## src/rtl/ptodo_pkg.sv

```systemverilog
`timescale 1ns / 1ps
// ----------------------------------------------------------------------------
// ptodo_pkg
// Types, constants and helper functions of the planar odometry integrator.
// ----------------------------------------------------------------------------
package ptodo_pkg;

	localparam int CORDIC_STAGES_DEF = 16;
	localparam logic [15:0] STEP_TIME_RESET = 16'd1638;

	// CORDIC datapath width (Q2.30 with headroom) and shift-add accumulator width.
	localparam int CW = 34;
	localparam int ACC_W = 52;
	localparam int RV_W = 38;
	localparam logic signed [CW-1:0] INV_GAIN = 34'sd652032874;

	typedef struct packed {
		logic               action;
		logic signed [15:0] lin_vel_x;
		logic signed [15:0] lin_vel_y;
		logic signed [15:0] ang_rate_z;
	} in_t;

	typedef struct packed {
		logic signed [31:0] pos_x;
		logic signed [31:0] pos_y;
		logic [31:0]        heading_angle;
		logic signed [15:0] quat_w;
		logic signed [15:0] quat_z;
		logic signed [15:0] echo_vel_x;
		logic signed [15:0] echo_rate_z;
	} out_t;

	typedef struct packed {
		logic en;
		logic clr;
		logic dbl;
		logic sub;
	} mac_cmd_t;

	localparam logic ACT_COMMAND = 1'b0;
	localparam logic ACT_TICK = 1'b1;

	// Arctangent of 2^-k in binary-angle units (2^32 per turn).
	function automatic logic [29:0] atan_lut(input logic [4:0] k);
		logic [29:0] r;
		unique case (k)
			5'd0: r = 30'h20000000;
			5'd1: r = 30'h12E4051E;
			5'd2: r = 30'h09FB385B;
			5'd3: r = 30'h051111D4;
			5'd4: r = 30'h028B0D43;
			5'd5: r = 30'h0145D7E1;
			5'd6: r = 30'h00A2F61E;
			5'd7: r = 30'h00517C55;
			5'd8: r = 30'h0028BE53;
			5'd9: r = 30'h00145F2F;
			5'd10: r = 30'h000A2F98;
			5'd11: r = 30'h000517CC;
			5'd12: r = 30'h00028BE6;
			5'd13: r = 30'h000145F3;
			5'd14: r = 30'h0000A2FA;
			5'd15: r = 30'h0000517D;
			5'd16: r = 30'h000028BE;
			5'd17: r = 30'h0000145F;
			5'd18: r = 30'h00000A30;
			5'd19: r = 30'h00000518;
			5'd20: r = 30'h0000028C;
			5'd21: r = 30'h00000146;
			5'd22: r = 30'h000000A3;
			5'd23: r = 30'h00000051;
			5'd24: r = 30'h00000029;
			5'd25: r = 30'h00000014;
			5'd26: r = 30'h0000000A;
			5'd27: r = 30'h00000005;
			5'd28: r = 30'h00000003;
			5'd29: r = 30'h00000001;
			5'd30: r = 30'h00000001;
			5'd31: r = 30'h00000000;
		endcase
		return r;
	endfunction

	// Round a Q2.30 value to Q1.14 and clamp it to plus or minus one.
	function automatic logic signed [15:0] to_q14(input logic signed [CW-1:0] v);
		logic signed [CW:0] t;
		logic signed [CW-16:0] r;
		logic signed [15:0] q;
		t = {v[CW-1], v} + (CW+1)'(32768);
		r = t[CW:16];
		if (r > (CW-15)'(16384)) begin
			q = 16'sd16384;
		end else if (r < -(CW-15)'(16384)) begin
			q = -16'sd16384;
		end else begin
			q = r[15:0];
		end
		return q;
	endfunction

endpackage

```

## src/rtl/ptodo_chan_if.sv

```systemverilog
`timescale 1ns / 1ps
// ----------------------------------------------------------------------------
// ptodo_chan_if
// Valid/ready channel carrying one item of a given payload type.
// ----------------------------------------------------------------------------
interface ptodo_chan_if #(parameter type T = logic) ();
	logic valid;
	logic ready;
	T     data;

	modport source(output valid, output data, input ready);
	modport sink(input valid, input data, output ready);
endinterface

```

## src/rtl/ptodo_cordic.sv

```systemverilog
`timescale 1ns / 1ps
// ----------------------------------------------------------------------------
// ptodo_cordic
// Iterative rotation-mode CORDIC, one micro-rotation per cycle.
// ----------------------------------------------------------------------------
module ptodo_cordic import ptodo_pkg::*; #(
	parameter int STAGES = CORDIC_STAGES_DEF
) (
	input  logic                 clk,
	input  logic                 arst_n,
	input  logic                 start,
	input  logic [31:0]          angle,
	output logic                 done,
	output logic signed [CW-1:0] cos_val,
	output logic signed [CW-1:0] sin_val
);
	localparam int IW = (STAGES > 1) ? $clog2(STAGES) : 1;
	localparam logic [IW-1:0] LAST = IW'(STAGES - 1);

	logic                 run_q, done_q, flip_q;
	logic [IW-1:0]        it_q;
	logic signed [CW-1:0] x_q, y_q, z_q;
	logic [31:0]          folded;
	logic                 fold;
	logic [4:0]           k;
	logic signed [CW-1:0] x_sh, y_sh, at;

	// Fold the angle into the quarter turns around zero; negate the result later.
	assign fold = angle[31] ^ angle[30];
	assign folded = fold ? (angle ^ 32'h8000_0000) : angle;
	assign k = 5'(it_q);
	assign x_sh = x_q >>> k;
	assign y_sh = y_q >>> k;
	assign at = $signed({{(CW-30){1'b0}}, atan_lut(k)});

	always_ff @(posedge clk or negedge arst_n) begin
		if (!arst_n) begin
			run_q <= 1'b0;
			done_q <= 1'b0;
			it_q <= '0;
		end else begin
			done_q <= 1'b0;
			if (start) begin
				run_q <= 1'b1;
				it_q <= '0;
			end else if (run_q) begin
				if (it_q == LAST) begin
					run_q <= 1'b0;
					done_q <= 1'b1;
				end
				it_q <= it_q + 1'b1;
			end
		end
	end

	always_ff @(posedge clk) begin
		if (start) begin
			x_q <= INV_GAIN;
			y_q <= '0;
			z_q <= {{(CW-32){folded[31]}}, folded};
			flip_q <= fold;
		end else if (run_q) begin
			if (!z_q[CW-1]) begin
				x_q <= x_q - y_sh;
				y_q <= y_q + x_sh;
				z_q <= z_q - at;
			end else begin
				x_q <= x_q + y_sh;
				y_q <= y_q - x_sh;
				z_q <= z_q + at;
			end
		end
	end

	assign done = done_q;
	assign cos_val = flip_q ? -x_q : x_q;
	assign sin_val = flip_q ? -y_q : y_q;
endmodule

```

## src/rtl/ptodo_mac.sv

```systemverilog
`timescale 1ns / 1ps
// ----------------------------------------------------------------------------
// ptodo_mac
// Bit-serial shift-add accumulator: one multiplier bit per doubling step.
// ----------------------------------------------------------------------------
module ptodo_mac import ptodo_pkg::*; (
	input  logic                    clk,
	input  mac_cmd_t                cmd,
	input  logic signed [ACC_W-1:0] op,
	output logic signed [ACC_W-1:0] acc
);
	logic signed [ACC_W-1:0] acc_q, base;

	assign base = cmd.clr ? '0 : (cmd.dbl ? (acc_q <<< 1) : acc_q);

	always_ff @(posedge clk) begin
		if (cmd.en) begin
			acc_q <= cmd.sub ? (base - op) : (base + op);
		end
	end

	assign acc = acc_q;
endmodule

```

## src/rtl/planar_odometry_integrator.sv

```systemverilog
`timescale 1ns / 1ps
// ----------------------------------------------------------------------------
// planar_odometry_integrator
// Planar dead-reckoning integrator with CORDIC yaw quaternion output.
// ----------------------------------------------------------------------------
// Usage: items arrive on din. An item with action 0 stores the body-frame
// velocity command and gives no result. An item with action 1
// is a tick: the stored velocity is rotated by the current heading, scaled by
// step_time and added to the saturating position, the scaled yaw rate is added
// to the wrapping heading, and one pose item leaves on dout.
// The cfg channel writes step_time (Q0.16 seconds); it is always ready.
// A tick runs a CORDIC pass on the old heading, rotates and scales each
// axis in the single bit-serial accumulator, scales the yaw rate there,
// and runs a second pass of the one-step-per-cycle CORDIC on half the new
// heading. No new item is taken until the pose of the tick has been
// loaded into the result register.
// Reset clears the stored command, position and heading and sets step_time to
// 1/40 second. The result register holds a pose while dout.ready is low; the
// next tick may be accepted and worked on meanwhile, and it waits in its last
// step until the register is free.
// ----------------------------------------------------------------------------
module planar_odometry_integrator import ptodo_pkg::*; #(
	parameter int CORDIC_STAGES = CORDIC_STAGES_DEF
) (
	input  logic              clk,
	input  logic              arst_n,
	ptodo_chan_if.sink        din,
	ptodo_chan_if.source      dout,
	ptodo_chan_if.sink        cfg
);
	localparam logic [3:0] S_IDLE = 4'd0;
	localparam logic [3:0] S_COR1 = 4'd1;
	localparam logic [3:0] S_ROTX = 4'd2;
	localparam logic [3:0] S_ADVX = 4'd3;
	localparam logic [3:0] S_MULX = 4'd4;
	localparam logic [3:0] S_UPDX = 4'd5;
	localparam logic [3:0] S_ROTY = 4'd6;
	localparam logic [3:0] S_ADVY = 4'd7;
	localparam logic [3:0] S_MULY = 4'd8;
	localparam logic [3:0] S_UPDY = 4'd9;
	localparam logic [3:0] S_HEAD = 4'd10;
	localparam logic [3:0] S_HUPD = 4'd11;
	localparam logic [3:0] S_COR2 = 4'd12;
	localparam logic [3:0] S_DONE = 4'd13;

	logic [3:0]  state_q;
	logic [4:0]  cnt_q;
	logic [15:0] step_q;

	// Stored command and integrator state.
	logic signed [15:0] vx_q, vy_q, rate_q;
	logic signed [31:0] pos_x_q, pos_y_q;
	logic [31:0]        head_q;
	logic signed [RV_W-1:0] rv_q;

	out_t out_q;
	logic out_v_q;

	logic                    cor_start, cor_done;
	logic [31:0]             cor_angle, head_next;
	logic signed [CW-1:0]    cos_v, sin_v;
	mac_cmd_t                mac_cmd;
	logic signed [ACC_W-1:0] mac_op, acc;
	logic signed [ACC_W-1:0] c_ext, s_ext, rv_ext, rate_ext, rnd_acc;

	logic [3:0] rot_bit, mul_bit;
	logic       rot_msb, phase, rot_last, mul_last, in_acc, out_free;
	logic signed [ACC_W-1:0] d_sum;
	logic signed [23:0]      d_step;
	logic signed [32:0]      pos_sum;
	logic signed [31:0]      pos_sat, pos_cur;

	assign din.ready = (state_q == S_IDLE);
	assign cfg.ready = 1'b1;
	assign in_acc = din.valid && din.ready;
	assign out_free = !out_v_q || dout.ready;

	// During rotation each velocity bit takes a cosine term, then a sine term.
	assign rot_bit = ~cnt_q[4:1];
	assign rot_msb = (cnt_q[4:1] == 4'd0);
	assign phase = cnt_q[0];
	assign rot_last = (cnt_q == 5'd31);
	assign mul_bit = ~cnt_q[3:0];
	assign mul_last = (cnt_q[3:0] == 4'hF);

	assign c_ext = {{(ACC_W-CW){cos_v[CW-1]}}, cos_v};
	assign s_ext = {{(ACC_W-CW){sin_v[CW-1]}}, sin_v};
	assign rv_ext = {{(ACC_W-RV_W){rv_q[RV_W-1]}}, rv_q};
	assign rate_ext = {{(ACC_W-16){rate_q[15]}}, rate_q};

	always_comb begin
		mac_cmd = '0;
		mac_op = '0;
		unique case (state_q)
			S_ROTX: begin
				mac_cmd.en = 1'b1;
				if (!phase) begin
					mac_cmd.clr = (cnt_q == 5'd0);
					mac_cmd.dbl = 1'b1;
					mac_cmd.sub = rot_msb;
					mac_op = vx_q[rot_bit] ? c_ext : '0;
				end else begin
					mac_cmd.sub = !rot_msb;
					mac_op = vy_q[rot_bit] ? s_ext : '0;
				end
			end
			S_ROTY: begin
				mac_cmd.en = 1'b1;
				if (!phase) begin
					mac_cmd.clr = (cnt_q == 5'd0);
					mac_cmd.dbl = 1'b1;
					mac_cmd.sub = rot_msb;
					mac_op = vy_q[rot_bit] ? c_ext : '0;
				end else begin
					mac_cmd.sub = rot_msb;
					mac_op = vx_q[rot_bit] ? s_ext : '0;
				end
			end
			S_MULX, S_MULY: begin
				mac_cmd.en = 1'b1;
				mac_cmd.clr = (cnt_q[3:0] == 4'd0);
				mac_cmd.dbl = 1'b1;
				mac_op = step_q[mul_bit] ? rv_ext : '0;
			end
			S_HEAD: begin
				mac_cmd.en = 1'b1;
				mac_cmd.clr = (cnt_q[3:0] == 4'd0);
				mac_cmd.dbl = 1'b1;
				mac_op = step_q[mul_bit] ? rate_ext : '0;
			end
			default: begin
				mac_cmd = '0;
				mac_op = '0;
			end
		endcase
	end

	ptodo_mac u_mac (
		.clk (clk),
		.cmd (mac_cmd),
		.op  (mac_op),
		.acc (acc)
	);

	// The first pass uses the heading before the tick, the second half the new one.
	assign head_next = head_q + acc[31:0];
	assign cor_start = (in_acc && din.data.action == ACT_TICK) || (state_q == S_HUPD);
	assign cor_angle = (state_q == S_IDLE) ? head_q : {1'b0, head_next[31:1]};

	ptodo_cordic #(.STAGES(CORDIC_STAGES)) u_cordic (
		.clk     (clk),
		.arst_n  (arst_n),
		.start   (cor_start),
		.angle   (cor_angle),
		.done    (cor_done),
		.cos_val (cos_v),
		.sin_val (sin_v)
	);

	// Rounding of the rotated velocity, then of the scaled position step.
	assign rnd_acc = acc + ACC_W'(8192);
	assign d_sum = acc + ACC_W'(134217728);
	assign d_step = d_sum[51:28];
	assign pos_cur = (state_q == S_UPDX) ? pos_x_q : pos_y_q;
	assign pos_sum = {pos_cur[31], pos_cur} + {{9{d_step[23]}}, d_step};

	always_comb begin
		if (pos_sum[32] != pos_sum[31]) begin
			pos_sat = pos_sum[32] ? 32'sh8000_0000 : 32'sh7FFF_FFFF;
		end else begin
			pos_sat = pos_sum[31:0];
		end
	end

	always_ff @(posedge clk or negedge arst_n) begin
		if (!arst_n) begin
			state_q <= S_IDLE;
			cnt_q <= '0;
			step_q <= STEP_TIME_RESET;
			vx_q <= '0;
			vy_q <= '0;
			rate_q <= '0;
			pos_x_q <= '0;
			pos_y_q <= '0;
			head_q <= '0;
			out_v_q <= 1'b0;
		end else begin
			if (cfg.valid) begin
				step_q <= cfg.data;
			end
			if (state_q == S_DONE && out_free) begin
				out_v_q <= 1'b1;
			end else if (dout.ready) begin
				out_v_q <= 1'b0;
			end
			unique case (state_q)
				S_IDLE: begin
					if (in_acc) begin
						if (din.data.action == ACT_COMMAND) begin
							vx_q <= din.data.lin_vel_x;
							vy_q <= din.data.lin_vel_y;
							rate_q <= din.data.ang_rate_z;
						end else begin
							state_q <= S_COR1;
						end
					end
				end
				S_COR1: begin
					cnt_q <= '0;
					if (cor_done) begin
						state_q <= S_ROTX;
					end
				end
				S_ROTX, S_ROTY: begin
					cnt_q <= cnt_q + 1'b1;
					if (rot_last) begin
						state_q <= (state_q == S_ROTX) ? S_ADVX : S_ADVY;
					end
				end
				S_ADVX, S_ADVY: begin
					cnt_q <= '0;
					state_q <= (state_q == S_ADVX) ? S_MULX : S_MULY;
				end
				S_MULX, S_MULY: begin
					cnt_q <= cnt_q + 1'b1;
					if (mul_last) begin
						state_q <= (state_q == S_MULX) ? S_UPDX : S_UPDY;
					end
				end
				S_UPDX: begin
					pos_x_q <= pos_sat;
					cnt_q <= '0;
					state_q <= S_ROTY;
				end
				S_UPDY: begin
					pos_y_q <= pos_sat;
					cnt_q <= '0;
					state_q <= S_HEAD;
				end
				S_HEAD: begin
					cnt_q <= cnt_q + 1'b1;
					if (mul_last) begin
						state_q <= S_HUPD;
					end
				end
				S_HUPD: begin
					head_q <= head_next;
					state_q <= S_COR2;
				end
				S_COR2: begin
					if (cor_done) begin
						state_q <= S_DONE;
					end
				end
				S_DONE: begin
					if (out_free) begin
						state_q <= S_IDLE;
					end
				end
				default: begin
					state_q <= S_IDLE;
				end
			endcase
		end
	end

	// Datapath registers without reset.
	always_ff @(posedge clk) begin
		if (state_q == S_ADVX || state_q == S_ADVY) begin
			rv_q <= rnd_acc[RV_W+13:14];
		end
		if (state_q == S_DONE && out_free) begin
			out_q.pos_x <= pos_x_q;
			out_q.pos_y <= pos_y_q;
			out_q.heading_angle <= head_q;
			out_q.quat_w <= to_q14(cos_v);
			out_q.quat_z <= to_q14(sin_v);
			out_q.echo_vel_x <= vx_q;
			out_q.echo_rate_z <= rate_q;
		end
	end

	assign dout.valid = out_v_q;
	assign dout.data = out_q;
endmodule

```

## src/flat_wrapper.sv

```systemverilog
// flat-port wrapper written by rule: the top's interface ports become plain ports
module planar_odometry_integrator_flat import ptodo_pkg::*;
#(
	parameter int CORDIC_STAGES = CORDIC_STAGES_DEF
)
  (clk, arst_n, din_valid, din_data, din_ready, dout_valid, dout_data, dout_ready, cfg_valid, cfg_data, cfg_ready);
  ptodo_chan_if #(.T(in_t)) din_i ();
  ptodo_chan_if #(.T(out_t)) dout_i ();
  ptodo_chan_if #(.T(logic [15:0])) cfg_i ();
  input  logic clk;
  input  logic arst_n;
  input wire logic [$bits(din_i.valid)-1:0] din_valid;
  input wire logic [$bits(din_i.data)-1:0] din_data;
  output wire logic [$bits(din_i.ready)-1:0] din_ready;
  output wire logic [$bits(dout_i.valid)-1:0] dout_valid;
  output wire logic [$bits(dout_i.data)-1:0] dout_data;
  input wire logic [$bits(dout_i.ready)-1:0] dout_ready;
  input wire logic [$bits(cfg_i.valid)-1:0] cfg_valid;
  input wire logic [$bits(cfg_i.data)-1:0] cfg_data;
  output wire logic [$bits(cfg_i.ready)-1:0] cfg_ready;
  assign din_i.valid = din_valid;
  assign din_i.data = din_data;
  assign din_ready = din_i.ready;
  assign dout_valid = dout_i.valid;
  assign dout_data = dout_i.data;
  assign dout_i.ready = dout_ready;
  assign cfg_i.valid = cfg_valid;
  assign cfg_i.data = cfg_data;
  assign cfg_ready = cfg_i.ready;
  planar_odometry_integrator #(.CORDIC_STAGES(CORDIC_STAGES)) u_core (.clk(clk), .arst_n(arst_n), .din(din_i), .dout(dout_i), .cfg(cfg_i));
endmodule
```

## config.mk

```make
export PLATFORM = sky130hd
export DESIGN_NAME = planar_odometry_integrator_flat
export DESIGN_NICKNAME = d
export VERILOG_FILES = /design/src/rtl/ptodo_pkg.sv /design/src/rtl/ptodo_chan_if.sv /design/src/rtl/ptodo_cordic.sv /design/src/rtl/ptodo_mac.sv /design/src/rtl/planar_odometry_integrator.sv /design/src/flat_wrapper.sv
export SDC_FILE = /design/constraint.sdc
export NUM_CORES = 2
export LEC_CHECK = 0
export ABC_AREA = 1
export BUFFER_PORTS_ARGS = -buffer_cell sky130_fd_sc_hd__buf_2
export CORE_AREA = 8 8 289 263
export CTS_CLUSTER_DIAMETER = 150
export DETAILED_ROUTE_END_ITERATION = 16
export DIE_AREA = 0 0 297 271
export GPL_ROUTABILITY_DRIVEN = 0
export PLACE_DENSITY = 0.83
export SLEW_MARGIN = 20
export SYNTH_ARGS = -nofsm -noshare
export SYNTH_HDL_FRONTEND = slang
export SYNTH_SLANG_ARGS = --single-unit
```

## constraint.sdc

```tcl
create_clock -name clk -period 17.2 [get_ports clk]
set_input_delay 0.86 -clock clk [delete_from_list [all_inputs] [get_ports clk]]
set_output_delay 0.86 -clock clk [all_outputs]
set_load 0.02 [all_outputs]
```

==> results.md <==
| Quantity | Reported | Unit |
|---|---|---|
| Result of the run | finished clean | - |
| Pre-antenna DRT Iters | 8 | - |
| Count of antenna-violating nets left after detailed routing | 0 | - |
| Synthesized cell area | 0.0458 | mm^2 |
| RSZ-0062 raised after global routing | no | - |
| Core region area | 0.0710 | mm^2 |
| Initial antenna violation count | 2 | - |
| Synth area leader | edfxtp_1 | - |
| Most repeated library cell on the critical path | nand2_1 | - |
| Max Clock Skew | 0.0367 | ns |
| Final setup violation count | 0 | - |
| Maximum buffer depth of the clock tree | 3 | - |
| Vertical die dimension | 271 | um |
| Starting density of the core | 0.645 | - |
| Most used standard cell by instance count after synthesis | nand2_1 | - |
| Post-Synthesis Mean Instance Area | 6.90 | um^2 |
| Number of failing hold endpoints at the final stage | 0 | - |
| Synth Net Count | 6940 | - |
| Post-synth EDFFs | 285 | - |
| Area of the die | 0.0805 | mm^2 |
| Number of port buffers | 231 | - |
| Share of the clock period used by the worst path after layout | 0.399 | - |
| HPWL after detailed placement | 113 | mm |
| Number of vias in the routed layout | 47200 | - |
| Share of the yosys chip area belonging to registers | 0.313 | - |
| Routed wl met2 | 61.3 | mm |
| Worst Tran Pin Value | 1.15 | ns |
| Number of violations reported at the end of detailed-routing iteration 0 | 6499 | - |
| Count of yosys warnings during synthesis | 0 | - |
| Site row count | 93 | - |
| Prevailing post-synth register cell | edfxtp_1 | - |
| Cell type of the slowest stage on the worst timing path | inv_1 | - |
| Max-cap violations | 0 | - |
| Fraction of synthesized cell area taken by the top area cell type | 0.187 | - |
| Leading post-synthesis cells by cell area | edfxtp_1, nand2_1, dfrtp_1 | - |
| Top Metal Used | met4 | - |
| Detailed Route WL | 148 | mm |
| Count of H-tree levels built during CTS | 2 | - |
| Commonest cells in the netlist | nand2_1, inv_1, nor2_1, nand3_1, o21ai_0 | - |
| CTS Sinks | 529 | - |
| Number of remaining DRC errors | 0 | - |
| Resized Gates After CTS | 0 | - |
| Aggregate global-route resource usage | 0.349 | - |
| Via count of the first global-routing pass | 42200 | - |
| Die X | 297 | um |
| First-pass GRT wire length | 230 | mm |
| Crit Path Max Fanout | 58 | - |
| Number of distinct standard cells referenced by the synthesized netlist | 74 | - |
| Share of flip-flops with an asynchronous set or reset | 0.333 | - |
| Number of ports placed on the die boundary | 233 | - |
| Worst Hold Class | input port to async pin | - |
| Global-route congestion overflow total | 0 | - |
| Data required time of the worst path | 17.59 | ns |
| Worst skew pair latency | 0.66 | ns |
| Gate Count Post-Synth | 6633 | - |
| Layout overhead on the synthesized area | 7.83 | % |
| CTS tree | built | - |
| Metal3 WL | 19.7 | mm |
| Synthesis-stage register bit count | 529 | - |
| Critical setup path kind | flip-flop to flip-flop | - |
| Crit path arrival time | 7.25 | ns |
| Via density per instance | 6.10 | - |
| Nature of the critical path startpoint | flip-flop | - |
| Aggregate negative setup slack | 0 | ns |
| Met1 layer wirelength in the final routing | 59.0 | mm |
| Number of pins with negative max-slew slack in the final report | 0 | - |
| Delay of the slowest cell on the worst path | 0.58 | ns |
| Share of post-route cells with drive strength above 1 | 0.0941 | - |
| Wirelength per Cell | 19.2 | um |
| Maximum number of pins on one net before global-route repair | 161 | - |
| Setup fix buffers added after clock tree synthesis | 0 | - |
| Hold-fix buffers at CTS | 0 | - |
| Final critical delay including setup and external delays | 6.87 | ns |
| Clock slew seen by the registers of the worst setup and hold paths | 0.06 | ns |
| Number of clock buffers inserted by TritonCTS | 56 | - |
| Max frequency | 0.146 | GHz |
| Number of nets in the layout | 7042 | - |
| Worst slew margin relative to its limit | 0.233 | - |
| Root buffer selected by CTS | clkbuf_16 | - |
| CP Capture Type | flip-flop | - |
-- critical path, delay by kind of cell (launching register included) --
kind                     cells  cell delay, ns
AO/OA/AOI/OAI                7            1.66
XOR/XNOR                     2            0.24
adder cells (fa/ha/maj)      1            0.36
buffers and inverters        4            1.14
flip-flops                   1            0.32
AND/OR/NAND/NOR             15            2.86
-- final cells by class --
cell class | instances | area, um^2
Antenna cell | 1 | 2.50
Clock inverter | 33 | 370
Sequential cell | 529 | 14300
Fill cell | 6088 | 21600
Inverter | 744 | 2790
Tap cell | 950 | 1190
Clock buffer | 73 | 1550
Timing Repair Buffer | 264 | 1450
Multi-Input combinational cell | 5140 | 27600
-- final timing paths --
kind | startpoint | end | slack, ns | cells after the start
max | u_core.cnt_q[0] | u_core.u_mac.acc[44] | 10.33 | 29
min in group clk | din_data[7] | u_core.rate_q[7] | 0.43 | 2
max in group asynchronous | arst_n | u_core.u_cordic.it_q[0] | 14.86 | 3
min reg2reg | u_core.vx_q[10] | u_core.dout.data[26] | 0.45 | 0
max reg2reg | u_core.cnt_q[0] | u_core.u_mac.acc[44] | 10.33 | 29
min | arst_n | u_core.vx_q[7] | 0.18 | 1
-- per-stage QoR --
| stage | hold WS [ns] | worst slack (ns) | instances | cell area [um^2] | utilization |
|---|---|---|---|---|---|
| after detailed placement | 0.430 | 10.39 | 7626 | 47400 | 0.667 |
| after global placement | 0.428 | 10.68 | 7626 | 47400 | 0.667 |
| after global routing | 0.207 | 9.75 | 7734 | 49300 | 0.695 |
| final | 0.179 | 10.33 | 7734 | 49300 | 0.695 |
| after CTS | 0.191 | 10.37 | 7732 | 49300 | 0.694 |
| after floorplan | 0.425 | 9.00 | 6633 | 45800 | - |
-- cells by family after synthesis --
| group | after synthesis | synth area share |
|---|---|---|
| and+or+nand+nor | 3308 | 0.308 |
| xor gates and xnor gates | 357 | 0.0691 |
| other | 1 | 0.0000820 |
| AOI/OAI and AO/OA | 1192 | 0.148 |
| adders and majority gates | 237 | 0.0658 |
| buffers and inverters | 964 | 0.0846 |
| muxes | 45 | 0.0110 |
| DFF | 529 | 0.313 |
-- metal layers --
metal | vias up | GRT usage
li1 | 22200 | -
met1 | 21500 | 0.485
met2 | 3009 | 0.511
met3 | 469 | 0.0814
met4 | 0 | 0.165
met5 | - | 0
-- state kept, by name, indices dropped and copies added, names as in the netlist, 5 cells and up --
register	cells
u_core.dout.data	160
u_core.u_mac.acc	52
u_core.rv_q	38
u_core.u_cordic.x_q	34
u_core.u_cordic.y_q	34
u_core.u_cordic.z_q	34
u_core.head_q	32
u_core.pos_x_q	32
u_core.pos_y_q	32
u_core.rate_q	16
u_core.step_q	16
u_core.vx_q	16
u_core.vy_q	16
u_core.cnt_q	5
-- placed cells by master, fill, tap and decap left out, types with 43 or more instances in the layout --
cell       instances
nor3_1            66
buf_2            230
dfxtp_1           68
ha_1             231
edfxtp_1         285
a31oi_1          110
o211ai_1          49
nand4_1           75
nor2_2            55
clkbuf_16         58
xnor2_1           88
mux2_2            43
o21ai_1           52
dfrtp_1          166
xor2_1           265
inv_1            707
nand3_1          442
nor2_1           682
o21ai_0          416
a21oi_1          370
nand2_1         1815
Power is left out: the tool's default activity adds up to more than one toggle a clock period on the data nets, which glitch-free logic cannot reach.
